==> src/hdl/image_upscale_2x_macros.svh <==
// Assertion macros for the image upscaler.
`ifndef IMAGE_UPSCALE_2X_MACROS_SVH
`define IMAGE_UPSCALE_2X_MACROS_SVH
`ifndef SYNTHESIS
`define UPX_ASSERT_IMP(lbl, clk, rst, ante, cons) \
   lbl: assert property (@(posedge clk) disable iff (rst) (ante) |-> (cons)) \
      else $error("upscaler check failed");
`define UPX_ASSERT_NXT(lbl, clk, rst, ante, cons) \
   lbl: assert property (@(posedge clk) disable iff (rst) (ante) |=> (cons)) \
      else $error("upscaler check failed");
`else
`define UPX_ASSERT_IMP(lbl, clk, rst, ante, cons)
`define UPX_ASSERT_NXT(lbl, clk, rst, ante, cons)
`endif
`endif

==> src/hdl/upx_pkg.sv <==
`timescale 1ns / 1ps
package upx_pkg;
   localparam int MAX_WIDTH_DEF  = 1024;
   localparam int MAX_HEIGHT_DEF = 1024;
   localparam int LINES_KEPT     = 4;
   localparam int CFG_W          = 11;
   localparam int CRD_W          = 14;
   localparam int PIX_W          = 8;
   localparam int VAL_W          = 18;
   localparam int OUT_W          = 11;

   localparam logic [1:0] REG_MODE   = 2'd0;
   localparam logic [1:0] REG_WIDTH  = 2'd1;
   localparam logic [1:0] REG_HEIGHT = 2'd2;

   localparam logic [1:0] MODE_NEAREST  = 2'd0;
   localparam logic [1:0] MODE_BILINEAR = 2'd1;
   localparam logic [1:0] MODE_BICUBIC  = 2'd2;

   typedef logic signed [CRD_W-1:0] crd_type;

   typedef struct packed {
      crd_type    i0;
      crd_type    i1;
      crd_type    j0;
      crd_type    j1;
      crd_type    h;
      crd_type    w;
      logic [1:0] mode;
   } upx_job_type;

   function automatic logic signed [4:0] tap(input logic [1:0] k);
      tap = (k == 2'd0 || k == 2'd3) ? -5'sd1 : 5'sd9;
   endfunction

   function automatic crd_type clamp(input crd_type v, input crd_type hi);
      if (v < 0) begin
         clamp = '0;
      end else if (v > hi) begin
         clamp = hi;
      end else begin
         clamp = v;
      end
   endfunction
endpackage

==> src/hdl/upx_core.sv <==
`timescale 1ns / 1ps
`include "image_upscale_2x_macros.svh"
module upx_core import upx_pkg::*; #(
   parameter int MAX_WIDTH = MAX_WIDTH_DEF,
   parameter int AW        = $clog2(LINES_KEPT * MAX_WIDTH)
) (
   input  logic                    clock,
   input  logic                    reset,
   input  logic                    start,
   input  upx_job_type             job,
   output logic                    idle,
   output logic [AW-1:0]           raddr,
   input  logic [PIX_W-1:0]        rdata,
   output logic                    rsp_valid,
   input  logic                    rsp_ready,
   output logic [OUT_W-1:0]        rsp_out_row,
   output logic [OUT_W-1:0]        rsp_out_col,
   output logic signed [VAL_W-1:0] rsp_value,
   output logic                    rsp_last
);
   typedef enum logic [3:0] {
      S_IDLE  = 4'b0001,
      S_RD    = 4'b0010,
      S_DRAIN = 4'b0100,
      S_EMIT  = 4'b1000
   } state_type;

   localparam logic [AW-1:0] STRIDE = AW'(MAX_WIDTH);

   state_type                state_ff, state_in;
   upx_job_type              job_ff, job_in;
   crd_type                  i_ff, i_in, j_ff, j_in;
   logic [1:0]               a_ff, a_in, b_ff, b_in, k_ff, k_in;
   logic [1:0]               ta_ff, tb_ff;
   logic                     rv_ff, rv_in;
   logic signed [VAL_W-1:0]  accr_ff, accr_in, accd_ff, accd_in, accg_ff, accg_in;
   logic [PIX_W-1:0]         p_ff, p_in;
   logic                     ov_ff, ov_in;
   logic [OUT_W-1:0]         orow_ff, orow_in, ocol_ff, ocol_in;
   logic signed [VAL_W-1:0]  oval_ff, oval_in;
   logic                     olast_ff, olast_in;

   logic [1:0]               lo, hi, lo_new;
   crd_type                  srow, scol;
   logic signed [4:0]        wa, wb;
   logic signed [VAL_W-1:0]  s, ws_b, ws_a, wab;
   logic                     load, last_pos, empty;
   logic signed [VAL_W-1:0]  p256, vsel;

   assign lo     = (job_ff.mode == MODE_NEAREST || job_ff.mode == MODE_BILINEAR) ? 2'd1 : 2'd0;
   assign hi     = (job_ff.mode == MODE_NEAREST) ? 2'd1 :
                   (job_ff.mode == MODE_BILINEAR) ? 2'd2 : 2'd3;
   assign lo_new = (job.mode == MODE_NEAREST || job.mode == MODE_BILINEAR) ? 2'd1 : 2'd0;
   assign empty  = (job.i1 < job.i0) || (job.j1 < job.j0);

   assign srow  = clamp(i_ff + crd_type'(a_ff) - crd_type'(1), job_ff.h - crd_type'(1));
   assign scol  = clamp(j_ff + crd_type'(b_ff) - crd_type'(1), job_ff.w - crd_type'(1));
   assign raddr = AW'(srow[1:0]) * STRIDE + AW'(scol[CRD_W-2:0]);

   assign wa   = job_ff.mode[1] ? tap(ta_ff) : 5'sd1;
   assign wb   = job_ff.mode[1] ? tap(tb_ff) : 5'sd1;
   assign s    = VAL_W'(signed'({1'b0, rdata}));
   assign ws_b = VAL_W'(wb * s);
   assign ws_a = VAL_W'(wa * s);
   assign wab  = VAL_W'(wa * ws_b);

   assign load     = !ov_ff || rsp_ready;
   assign last_pos = (i_ff == job_ff.i1) && (j_ff == job_ff.j1);
   assign p256     = VAL_W'(signed'({1'b0, p_ff, 8'd0}));

   always_comb begin
      unique case (k_ff)
         2'd0: vsel = p256;
         2'd1: vsel = (job_ff.mode == MODE_NEAREST) ? p256 :
                      (job_ff.mode == MODE_BILINEAR) ? accr_ff <<< 7 : accr_ff <<< 4;
         2'd2: vsel = (job_ff.mode == MODE_NEAREST) ? p256 :
                      (job_ff.mode == MODE_BILINEAR) ? accd_ff <<< 7 : accd_ff <<< 4;
         default: vsel = (job_ff.mode == MODE_NEAREST) ? p256 :
                         (job_ff.mode == MODE_BILINEAR) ? accg_ff <<< 6 : accg_ff;
      endcase
   end

   always_comb begin
      state_in = state_ff;
      job_in   = job_ff;
      i_in     = i_ff;
      j_in     = j_ff;
      a_in     = a_ff;
      b_in     = b_ff;
      k_in     = k_ff;
      rv_in    = 1'b0;
      accr_in  = accr_ff;
      accd_in  = accd_ff;
      accg_in  = accg_ff;
      p_in     = p_ff;
      ov_in    = ov_ff;
      orow_in  = orow_ff;
      ocol_in  = ocol_ff;
      oval_in  = oval_ff;
      olast_in = olast_ff;

      if (rv_ff) begin
         accg_in = accg_ff + wab;
         if (ta_ff == 2'd1) begin
            accr_in = accr_ff + ws_b;
         end
         if (tb_ff == 2'd1) begin
            accd_in = accd_ff + ws_a;
         end
         if (ta_ff == 2'd1 && tb_ff == 2'd1) begin
            p_in = rdata;
         end
      end

      if (ov_ff && rsp_ready) begin
         ov_in = 1'b0;
      end

      unique case (state_ff)
         S_IDLE: begin
            if (start && !empty) begin
               job_in   = job;
               i_in     = job.i0;
               j_in     = job.j0;
               a_in     = lo_new;
               b_in     = lo_new;
               accr_in  = '0;
               accd_in  = '0;
               accg_in  = '0;
               state_in = S_RD;
            end
         end
         S_RD: begin
            rv_in = 1'b1;
            if (b_ff == hi) begin
               b_in = lo;
               if (a_ff == hi) begin
                  state_in = S_DRAIN;
               end else begin
                  a_in = a_ff + 2'd1;
               end
            end else begin
               b_in = b_ff + 2'd1;
            end
         end
         S_DRAIN: begin
            k_in     = 2'd0;
            state_in = S_EMIT;
         end
         default: begin
            if (load) begin
               ov_in    = 1'b1;
               orow_in  = OUT_W'({i_ff, 1'b0}) | OUT_W'(k_ff[1]);
               ocol_in  = OUT_W'({j_ff, 1'b0}) | OUT_W'(k_ff[0]);
               oval_in  = vsel;
               olast_in = (k_ff == 2'd3) && last_pos;
               k_in     = k_ff + 2'd1;
               if (k_ff == 2'd3) begin
                  if (last_pos) begin
                     state_in = S_IDLE;
                  end else begin
                     if (j_ff == job_ff.j1) begin
                        j_in = job_ff.j0;
                        i_in = i_ff + crd_type'(1);
                     end else begin
                        j_in = j_ff + crd_type'(1);
                     end
                     a_in     = lo;
                     b_in     = lo;
                     accr_in  = '0;
                     accd_in  = '0;
                     accg_in  = '0;
                     state_in = S_RD;
                  end
               end
            end
         end
      endcase
   end

   always_ff @(posedge clock) begin
      if (reset) begin
         state_ff <= S_IDLE;
         rv_ff    <= 1'b0;
         ov_ff    <= 1'b0;
      end else begin
         state_ff <= state_in;
         rv_ff    <= rv_in;
         ov_ff    <= ov_in;
      end
      job_ff   <= job_in;
      i_ff     <= i_in;
      j_ff     <= j_in;
      a_ff     <= a_in;
      b_ff     <= b_in;
      k_ff     <= k_in;
      ta_ff    <= a_ff;
      tb_ff    <= b_ff;
      accr_ff  <= accr_in;
      accd_ff  <= accd_in;
      accg_ff  <= accg_in;
      p_ff     <= p_in;
      orow_ff  <= orow_in;
      ocol_ff  <= ocol_in;
      oval_ff  <= oval_in;
      olast_ff <= olast_in;
   end

   assign idle        = (state_ff == S_IDLE);
   assign rsp_valid   = ov_ff;
   assign rsp_out_row = orow_ff;
   assign rsp_out_col = ocol_ff;
   assign rsp_value   = oval_ff;
   assign rsp_last    = olast_ff;

   `UPX_ASSERT_IMP(a_start_idle, clock, reset, start, state_ff == S_IDLE)
   `UPX_ASSERT_IMP(a_read_tag, clock, reset, rv_ff, $past(state_ff == S_RD))
   `UPX_ASSERT_NXT(a_last_done, clock, reset,
      state_ff == S_EMIT && load && k_ff == 2'd3 && last_pos, state_ff == S_IDLE && rsp_last)
endmodule

==> config.mk <==
export PLATFORM = sky130hd
export DESIGN_NAME = upx_core
export DESIGN_NICKNAME = d
export VERILOG_FILES = /design/src/hdl/upx_pkg.sv /design/src/hdl/upx_core.sv
export VERILOG_INCLUDE_DIRS = /design/src /design/src/hdl
export SDC_FILE = /design/constraint.sdc
export NUM_CORES = 1
export LEC_CHECK = 0
export BUFFER_PORTS_ARGS = -buffer_cell sky130_fd_sc_hd__buf_2
export CAP_MARGIN = 20
export CELL_PAD_IN_SITES_DETAIL_PLACEMENT = 1
export CELL_PAD_IN_SITES_GLOBAL_PLACEMENT = 2
export CORE_MARGIN = 4
export CORE_UTILIZATION = 36
export CTS_BUF_LIST = sky130_fd_sc_hd__clkbuf_2 sky130_fd_sc_hd__clkbuf_4 sky130_fd_sc_hd__clkbuf_8
export CTS_CLUSTER_SIZE = 10
export DETAILED_ROUTE_END_ITERATION = 12
export GPL_ROUTABILITY_DRIVEN = 0
export HOLD_SLACK_MARGIN = 0.1
export PLACE_DENSITY = 0.89
export SLEW_MARGIN = 20
export SYNTH_ARGS = -nofsm -noshare
export SYNTH_HDL_FRONTEND = slang
export SYNTH_SLANG_ARGS = --single-unit
==> constraint.sdc <==
create_clock -name clock -period 7.7 [get_ports clock]
set_input_delay 0 -clock clock [delete_from_list [all_inputs] [get_ports clock]]
set_output_delay 0 -clock clock [all_outputs]
set_load 0.01 [all_outputs]
Yosys cells after proc, flatten, opt, wreduce, memory -nomap -nowiden

Cells that the tools add are included.

Bits in registers: 219
Input port bits: 98
Output and inout port bits: 55
Logic and storage cells: 187

Add/subtract/negate cells: 15
Multiply operators: 3
Magnitude comparators: 6
Equal/unequal tests: 22
Muxes and demuxes: 73
Bitwise operators: 6
Reduce and logical (&&, ||, !) cells: 38

Operator list:

| operator                | number |
|---|---|
| $mux W18                | 23 |
| $mux W14                | 10 |
| $pmux W18 S2            | 3 |
| $pmux W14 S2            | 2 |
| $sub A14 B2 Y14 const B | 4 |
| $pmux W18 S3            | 1 |
| $add A18 B14 Y18        | 2 |
| $add A14 B2 Y14 const B | 2 |
| $add A14 B3 Y14         | 2 |
| $eq A14 B14 Y1          | 2 |
| $gt A14 B14 Y1          | 2 |
| $lt A14 B1 Y1 const B   | 2 |
| $lt A14 B14 Y1          | 2 |
| $mul A5 B9 Y14          | 2 |
| $mux W12                | 2 |
| $mux W2                 | 12 |
| $or A11 B1 Y11          | 2 |
| $mux W4                 | 5 |
| $mux W5                 | 4 |
| $add A18 B18 Y18        | 1 |
| $mul A5 B14 Y18         | 1 |
| $reduce_and A5 Y1       | 3 |
| $add A12 B12 Y12        | 1 |
| $pmux W2 S3             | 2 |
| other kinds (26)        | 71 |

Logic depth before layout (Yosys ltp)

Gate-level depths: netlist of the first run.

Depth after elaboration: 12
Mapped depth: 34
Mapped depth without buffers: 32

Worst setup path before layout of the first run

No wires, ideal clock.

Kind: register -> register
Start: register job_ff[1] (netlist bit)
End: register accg_ff[16]
Setup time: 74 ps
Arrival time: 7917 ps
Required time: 7626 ps
Setup slack: -291 ps
Cell stages (with the launch flop): 31
Path buffers: 4
Clock period less this slack: 7991 ps
Cells stage by stage: edfxtp_1 buf_2 buf_1 clkbuf_1 buf_1 nand3_1 fa_1 fa_1 fa_1 inv_1 ha_1 a21o_1 a21oi_1 o21bai_1 a21oi_1 o21ai_1 or4_1 nand4_1 inv_1 fa_1 inv_1 fa_1 fa_1 ha_1 ha_1 and3_1 a2111oi_0 nor2_1 a21oi_1 o2111ai_1 a31oi_1

Longest elaborated chain between the ends: 9
Elaborated cells between the ends (all ways): 11
Those cells by class: 1 x add/sub; 2 x mul; 8 x mux

Ends and longest elaborated chain:

| element                | line            | source |
|---|---|---|
| start, declared        | upx_core.sv:31  | `upx_job_type job_ff, job_in;` |
| start signal, assigned | upx_core.sv:191 | `job_ff <= job_in;` |
| $mux W5                | upx_core.sv:61  | `assign wb = job_ff.mode[1] ? tap(tb_ff) : 5'sd1;` |
| $mul A5 B9 Y14         | upx_core.sv:63  | `assign ws_b = VAL_W'(wb * s);` |
| $mul A5 B14 Y18 *      | upx_core.sv:65  | `assign wab = VAL_W'(wa * ws_b);` |
| $add A18 B18 Y18 *     | upx_core.sv:103 | `accg_in = accg_ff + wab;` |
| $mux W18 *             | upx_core.sv:102 | `if (rv_ff) begin` |
| $mux W18               | upx_core.sv:159 | `if (last_pos) begin` |
| $mux W18               | upx_core.sv:158 | `if (k_ff == 2'd3) begin` |
| $mux W18               | upx_core.sv:151 | `if (load) begin` |
| $pmux W18 S2 *         | upx_core.sv:119 | `unique case (state_ff)` |
| net accg_in[16]        | upx_core.sv:36  | `logic signed [VAL_W-1:0] accr_ff, accr_in, accd_ff, accd_in, accg_ff, accg_in;` |
| end signal, assigned   | upx_core.sv:201 | `accg_ff <= accg_in;` |
| end, declared          | upx_core.sv:36  |  |

Mark *: on every way through the listed nets, which the timed path passes. The rest lies on a longest branch.
A chain may end at the register's enable or synchronous reset.

Worst setup path after layout of the first run

Start: register job_ff[1] (netlist bit)
End: register accg_ff[17]

Same word-level chain as after synthesis.

==> impl_metrics.env, run 1 <==
export IMPL_outcome="finished clean"
export IMPL_global_route_wire_length_before_repair_mm=96.34
export IMPL_area_growth_synth_to_final_pct=24.57
export IMPL_detail_route_vias_per_cell=5.319
export IMPL_critical_path_top_cell_by_count="fa_1"
export IMPL_synth_async_reset_ratio_pct=0
export IMPL_critical_path_startpoint="job_ff[1]$_DFFE_PP_"
export IMPL_io_buffers=152
export IMPL_yosysTopAreaCellShare_pct=25.71
export IMPL_area_sequential_sq_mm=0.005776
export IMPL_initial_core_util_pct=36.67
export IMPL_cp_data_required_time_ns=8.25
export IMPL_clockRootBuffer="clkbuf_8"
export IMPL_timing_critical_path_slowest_cell_delay_ns=0.53
export IMPL_postRouteAntennaNets=0
export IMPL_grt_start_max_net_pins=73
export IMPL_die_width_um=232.2
export IMPL_synth_avg_cell_area_sq_um=9.467
export IMPL_boundaryPins=153
export IMPL_fmax_achieved_ghz=0.1335
export IMPL_row_count=81
export IMPL_ys_warnings_count=0
export IMPL_dp_hpwl_mm=42.41
export IMPL_via_count_of_the_first_global_routing_pass=17000
export IMPL_utilization_pct=45.68
export IMPL_yosys_register_bits=211
export IMPL_dominant_cell_by_count_in_the_synthesized_netlist="inv_1"
export IMPL_multi_input_comb_area_sq_mm=0.01141
export IMPL_worst_setup_hold_path_clk_slew_ns=0.07
export IMPL_max_cap_violations=0
export IMPL_track_usage_pct=22.78
export IMPL_clock_skew_final_ns=0.04310
export IMPL_dr_first_iter_drc_count=867
export IMPL_number_of_antenna_violations_at_the_first_check_in_global_routing=6
export IMPL_maxSlewViolCount=0
export IMPL_final_period_utilization_pct=97.30
export IMPL_netlist_top_cells_count="242 x inv_1, 227 x ha_1, 172 x nor2_1, 155 x edfxtp_1, 142 x nand2_1"
export IMPL_tritoncts="built"
export IMPL_tightestPinTransition_ns=1.095
export IMPL_hold_viol_final=0
export IMPL_vias=15720
export IMPL_insertion_delay_ns=0.64
export IMPL_max_slew_margin_vs_limit_pct=26.98
export IMPL_drive_above_1_share_pct=14.57
export IMPL_cts_made_buffers=44
export IMPL_cts_max_level=2
export IMPL_cts_buffer_depth=3
export IMPL_core_area_sq_mm=0.04936
export IMPL_totalWireLength_mm=62.50
export IMPL_finalSetupViolations=0
export IMPL_nets=2678
export IMPL_hold_path_class="in2reg"
export IMPL_fill_cells=5675
export IMPL_chipHeight_um=232.2
export IMPL_final_setup_tns_ns=0
export IMPL_worst_r2r_startpoint="job_ff[1]$_DFFE_PP_"
export IMPL_path_class="reg2reg"
export IMPL_synth_main_ff_cell="edfxtp_1"
export IMPL_remaining_drc_errors=0
export IMPL_worst_path_max_delay_cell="fa_1"
export IMPL_worst_setup_path_end_kind="flop"
export IMPL_finalCriticalPeriod_ns=7.492
export IMPL_synth_edff_count=155
export IMPL_fp_dieArea_sq_mm=0.05393
export IMPL_timing_critical_path_max_delay_family="adder cells"
export IMPL_worst_endpoint_arrival_ns=8.04
export IMPL_routedWlPerCell_um=21.15
export IMPL_critPathLaunchType="flop"
export IMPL_cts_num_sinks=211
export IMPL_synth_yosys_seq_area_share_pct=31.91
export IMPL_netlist_instances=1912
export IMPL_synth_area_leader_cell="edfxtp_1"
export IMPL_hold_start="job[48]"
export IMPL_post_synth_instance_area_sq_mm=0.01810
export IMPL_yosys_top_cells_area="edfxtp_1 26%, ha_1 16%, fa_1 11%, dfxtp_1 6.2%, xnor2_1 5.1%"
export IMPL_worstPathBufferInverterCount=5
export IMPL_grt_overflow_total=0
export IMPL_synth_net_count=2340
export IMPL_synth_distinct_cells=72
export IMPL_cp_max_fo=12
export IMPL_first_pass_iters=7
[registers in the layout, summed over array words and instances (netlist names), 11 cells and up]
signal and cells:
job_ff 72, rsp_out_col 11, i_ff 14, accd_ff 14, rsp_value 18, rsp_out_row 11, accr_ff 14, j_ff 14
accg_ff 18
[logic make-up after synthesis]
group                    after synthesis  share of synthesized area, %
XOR/XNOR                             143                         6.919
AO/OA/AOI/OAI                        362                         12.17
multiplexers                          25                         1.389
AND/OR/NAND/NOR                      533                         14.12
buffers and inverters                308                         6.408
adder cells (fa/ha/maj)              330                         27.08
flip-flops                           211                         31.91
[placed cells by master, fill, tap and decap left out, types with 15 or more instances in the layout]
cell	n
nand2_1	140
inv_1	240
xor2_1	35
dfxtp_1	56
a211oi_1	23
nand3_1	29
nor2_1	168
and2_1	15
buf_2	152
mux2i_1	24
and3_1	34
ha_1	216
o21ai_0	81
a21o_1	21
xnor2_1	103
clkbuf_8	48
fa_1	102
a21oi_1	120
buf_4	51
o21a_1	15
edfxtp_1	155
dlygate4sd3_1	153
nor3_1	33
nand4_1	20
[layout make-up]
cell class / instances / area share [%]
diodes: 6 / 0.06659
clock buffers: 61 / 3.363
clock inverters: 20 / 0.7214
inverters: 244 / 4.062
multi-input cells: 1393 / 50.62
flip-flops and latches: 211 / 25.61
well taps: 664 / 3.685
repair buffers: 356 / 11.86
[per-stage QoR]
step           hold slack (ns)  instance area (sq um)  setup WS, ns  instances
2_1_floorplan          0.06907                  18110       0.01234       1912
3_3_place_gp            0.1763                  19810        0.1217       2709
3_5_place_dp            0.1790                  19810       -0.1206       2709
4_1_cts                 0.1001                  22270       0.06509       2943
5_1_grt                 0.1003                  22550      -0.06699       2955
6_report                0.1338                  22550        0.2081       2955
[routing by layer]
metal	up-vias	track usage, %	part of all wire, %
li1	7276	-	-
met1	7904	26.74	40
met2	383	41.62	52
met3	156	3.189	3.7
met4	0	9.359	4.2
met5	-	0	0
[what timing repair did]
item,4_1_cts,5_1_grt
endpoints found under the hold margin,123,0
resized for setup,3,30
pin swaps,0,10
setup endpoints to repair,3,6
buffers inserted,0,6
hold buffers,153,0
[path summary, 6_finish.rpt]
path	slack [ns]	to	cells after the start
max reg2reg	0.21	accg_ff[17]$_DFF_P_	28
max	0.21	accg_ff[17]$_DFF_P_	28
min	0.13	job_ff[48]$_DFFE_PP_	2
min reg2reg	0.44	ta_ff[1]$_DFF_P_	0
Power of run 1 is not shown: default switching activity piles up to over one toggle a cycle in this logic, so the estimate is an artifact.
==> inputs of run 2 (changes only) <==
--- a/config.mk
+++ b/config.mk
@@ -6,13 +6,14 @@
 export SDC_FILE = /design/constraint.sdc
 export NUM_CORES = 1
 export LEC_CHECK = 0
+export ABC_CLOCK_PERIOD_IN_PS = 7700
 export BUFFER_PORTS_ARGS = -buffer_cell sky130_fd_sc_hd__buf_2
 export CAP_MARGIN = 20
 export CELL_PAD_IN_SITES_DETAIL_PLACEMENT = 1
 export CELL_PAD_IN_SITES_GLOBAL_PLACEMENT = 2
 export CORE_MARGIN = 4
 export CORE_UTILIZATION = 36
-export CTS_BUF_LIST = sky130_fd_sc_hd__clkbuf_2 sky130_fd_sc_hd__clkbuf_4 sky130_fd_sc_hd__clkbuf_8
+export CTS_BUF_LIST = sky130_fd_sc_hd__clkbuf_8
 export CTS_CLUSTER_SIZE = 10
 export DETAILED_ROUTE_END_ITERATION = 12
 export GPL_ROUTABILITY_DRIVEN = 0
==> run 2 against run 1 <==
  * Clock skew down 0.0039 ns
  * Sequential share of layout area about the same
  * Flip-flop and latch count unchanged
  * Global-route usage up 0.091 points
  * Final area about the same
  * Register-to-register slack better by 0.09 ns
  * First-iteration DRC count down 6.0%
  * Die area unchanged
  * Non-clock buffer count up 2
  * Via count down 0.18%
  * Critical path depth up 1
  * Clock-buffer cell count down 13
==> impl_metrics.env, run 2 (synthesis results as in run 1) <==
export IMPL_number_of_antenna_violations_at_the_first_check_in_global_routing=8
export IMPL_hold_path_class="in2reg"
export IMPL_worst_setup_hold_path_clk_slew_ns=0.07
export IMPL_row_count=81
export IMPL_clock_skew_final_ns=0.03925
export IMPL_final_setup_tns_ns=0
export IMPL_max_slew_margin_vs_limit_pct=28.13
export IMPL_cts_num_sinks=211
export IMPL_tightestPinTransition_ns=1.078
export IMPL_whs_ns=0.1405
export IMPL_path_class="reg2reg"
export IMPL_timing_critical_path_max_delay_family="adder cells"
export IMPL_cts_buffer_depth=3
export IMPL_worst_path_max_delay_cell="fa_1"
export IMPL_max_cap_violations=0
export IMPL_worstPathBufferInverterCount=8
export IMPL_timing_reg2reg_setup_slack_ns=0.29
export IMPL_postRouteAntennaNets=0
export IMPL_outcome="finished clean"
export IMPL_clockRootBuffer="clkbuf_8"
export IMPL_crit_reg2reg_capture="accg_ff[14]$_DFF_P_"
export IMPL_final_setup_worst_slack_ns=0.2949
export IMPL_registers_top_by_ff_count="job_ff"
export IMPL_track_usage_pct=22.87
export IMPL_remaining_drc_errors=0
export IMPL_critPathLaunchType="flop"
export IMPL_fmax_achieved_ghz=0.1350
export IMPL_fill_cells=5659
export IMPL_die_width_um=232.2
export IMPL_routedWlPerCell_um=21.24
export IMPL_timing_critical_path_slowest_cell_delay_ns=0.50
export IMPL_cts_made_buffers=44
export IMPL_insertion_delay_ns=0.65
export IMPL_nets=2680
export IMPL_finalCriticalPeriod_ns=7.405
export IMPL_pre_cts_ws_ns=-0.1206
export IMPL_global_route_wire_length_before_repair_mm=96.78
export IMPL_grt_start_max_net_pins=73
export IMPL_totalWireLength_mm=62.84
export IMPL_vias=15690
export IMPL_hold_start="job[61]"
export IMPL_initial_core_util_pct=36.67
export IMPL_final_period_utilization_pct=96.17
export IMPL_maxSlewViolCount=0
export IMPL_first_pass_iters=5
export IMPL_worst_setup_path_end_kind="flop"
export IMPL_cts_max_level=2
export IMPL_via_count_of_the_first_global_routing_pass=17090
export IMPL_timing_critical_path_to="accg_ff[14]$_DFF_P_"
export IMPL_grt_overflow_total=0
export IMPL_detail_route_vias_per_cell=5.303
export IMPL_utilization_pct=45.69
export IMPL_critical_path_cell_count=29
export IMPL_highest_count_cells_in_the_layout_ignoring_fill_and_taps="253 x inv_1, 216 x ha_1, 166 x nor2_1"
export IMPL_cp_max_fo=23
export IMPL_worstRegToRegCells=29
export IMPL_hold_viol_final=0
export IMPL_worst_endpoint_arrival_ns=7.90
export IMPL_dr_first_iter_drc_count=815
export IMPL_dp_hpwl_mm=42.41
export IMPL_io_buffers=152
export IMPL_finalSetupViolations=0
export IMPL_area_growth_synth_to_final_pct=24.59
export IMPL_largest_register_ffs=72
export IMPL_cp_data_required_time_ns=8.19
export IMPL_chipHeight_um=232.2
export IMPL_fp_dieArea_sq_mm=0.05393
export IMPL_layout_commonest_cell="inv_1"
export IMPL_boundaryPins=153
export IMPL_critical_path_startpoint="job_ff[1]$_DFFE_PP_"
export IMPL_core_area_sq_mm=0.04936
export IMPL_drive_above_1_share_pct=14.12
export IMPL_tritoncts="built"
export IMPL_worst_r2r_startpoint="job_ff[1]$_DFFE_PP_"
## run 2: per-stage QoR
stage | area (sq um) | cells
floorplan | 18110 | 1912
global placement | 19810 | 2709
detailed placement | 19810 | 2709
CTS | 22230 | 2943
global route | 22550 | 2959
finish | 22550 | 2959
## run 2: layout make-up
cell class,count,area (sq um),share of cell area (%)
well taps,664,830.8,3.684
clock inverters,33,211.5,0.9376
clock buffers,48,660.6,2.929
diodes,8,20.02,0.08877
multi-input cells,1393,11440,50.73
repair buffers,358,2698,11.96
inverters,244,915.9,4.061
flip-flops and latches,211,5776,25.61
## run 2: worst min-delay path by stage
stage / end / slack (ns) / depth (start not counted)
floorplan: rsp_valid$_SDFF_PP0_ / 0.07 / 1
global placement: job_ff[25]$_DFFE_PP_ / 0.18 / 1
detailed placement: job_ff[10]$_DFFE_PP_ / 0.18 / 1
CTS: job_ff[53]$_DFFE_PP_ / 0.10 / 2
global route: job_ff[61]$_DFFE_PP_ / 0.10 / 2
finish: job_ff[61]$_DFFE_PP_ / 0.14 / 2
## run 2: routing by layer
metal	global-route usage, %	wire length, um	part of all wire (%)
met5	0	0	0
met4	9.285	2558	4.1
met3	3.410	2524	4.0
met2	41.65	32560	52
met1	26.87	25190	40
## run 2: timing repair
| item | CTS | global route |
|---|---|---|
| pin swaps | 0 | 9 |
| setup endpoints to repair | 3 | 6 |
| gates resized for setup | 3 | 35 |
| hold buffers | 153 | 3 |
| buffers inserted | 0 | 5 |
| cloned | 0 | 0 |
| endpoints found under the hold margin | 123 | 3 |
Power of run 2 is left out for the same reason.
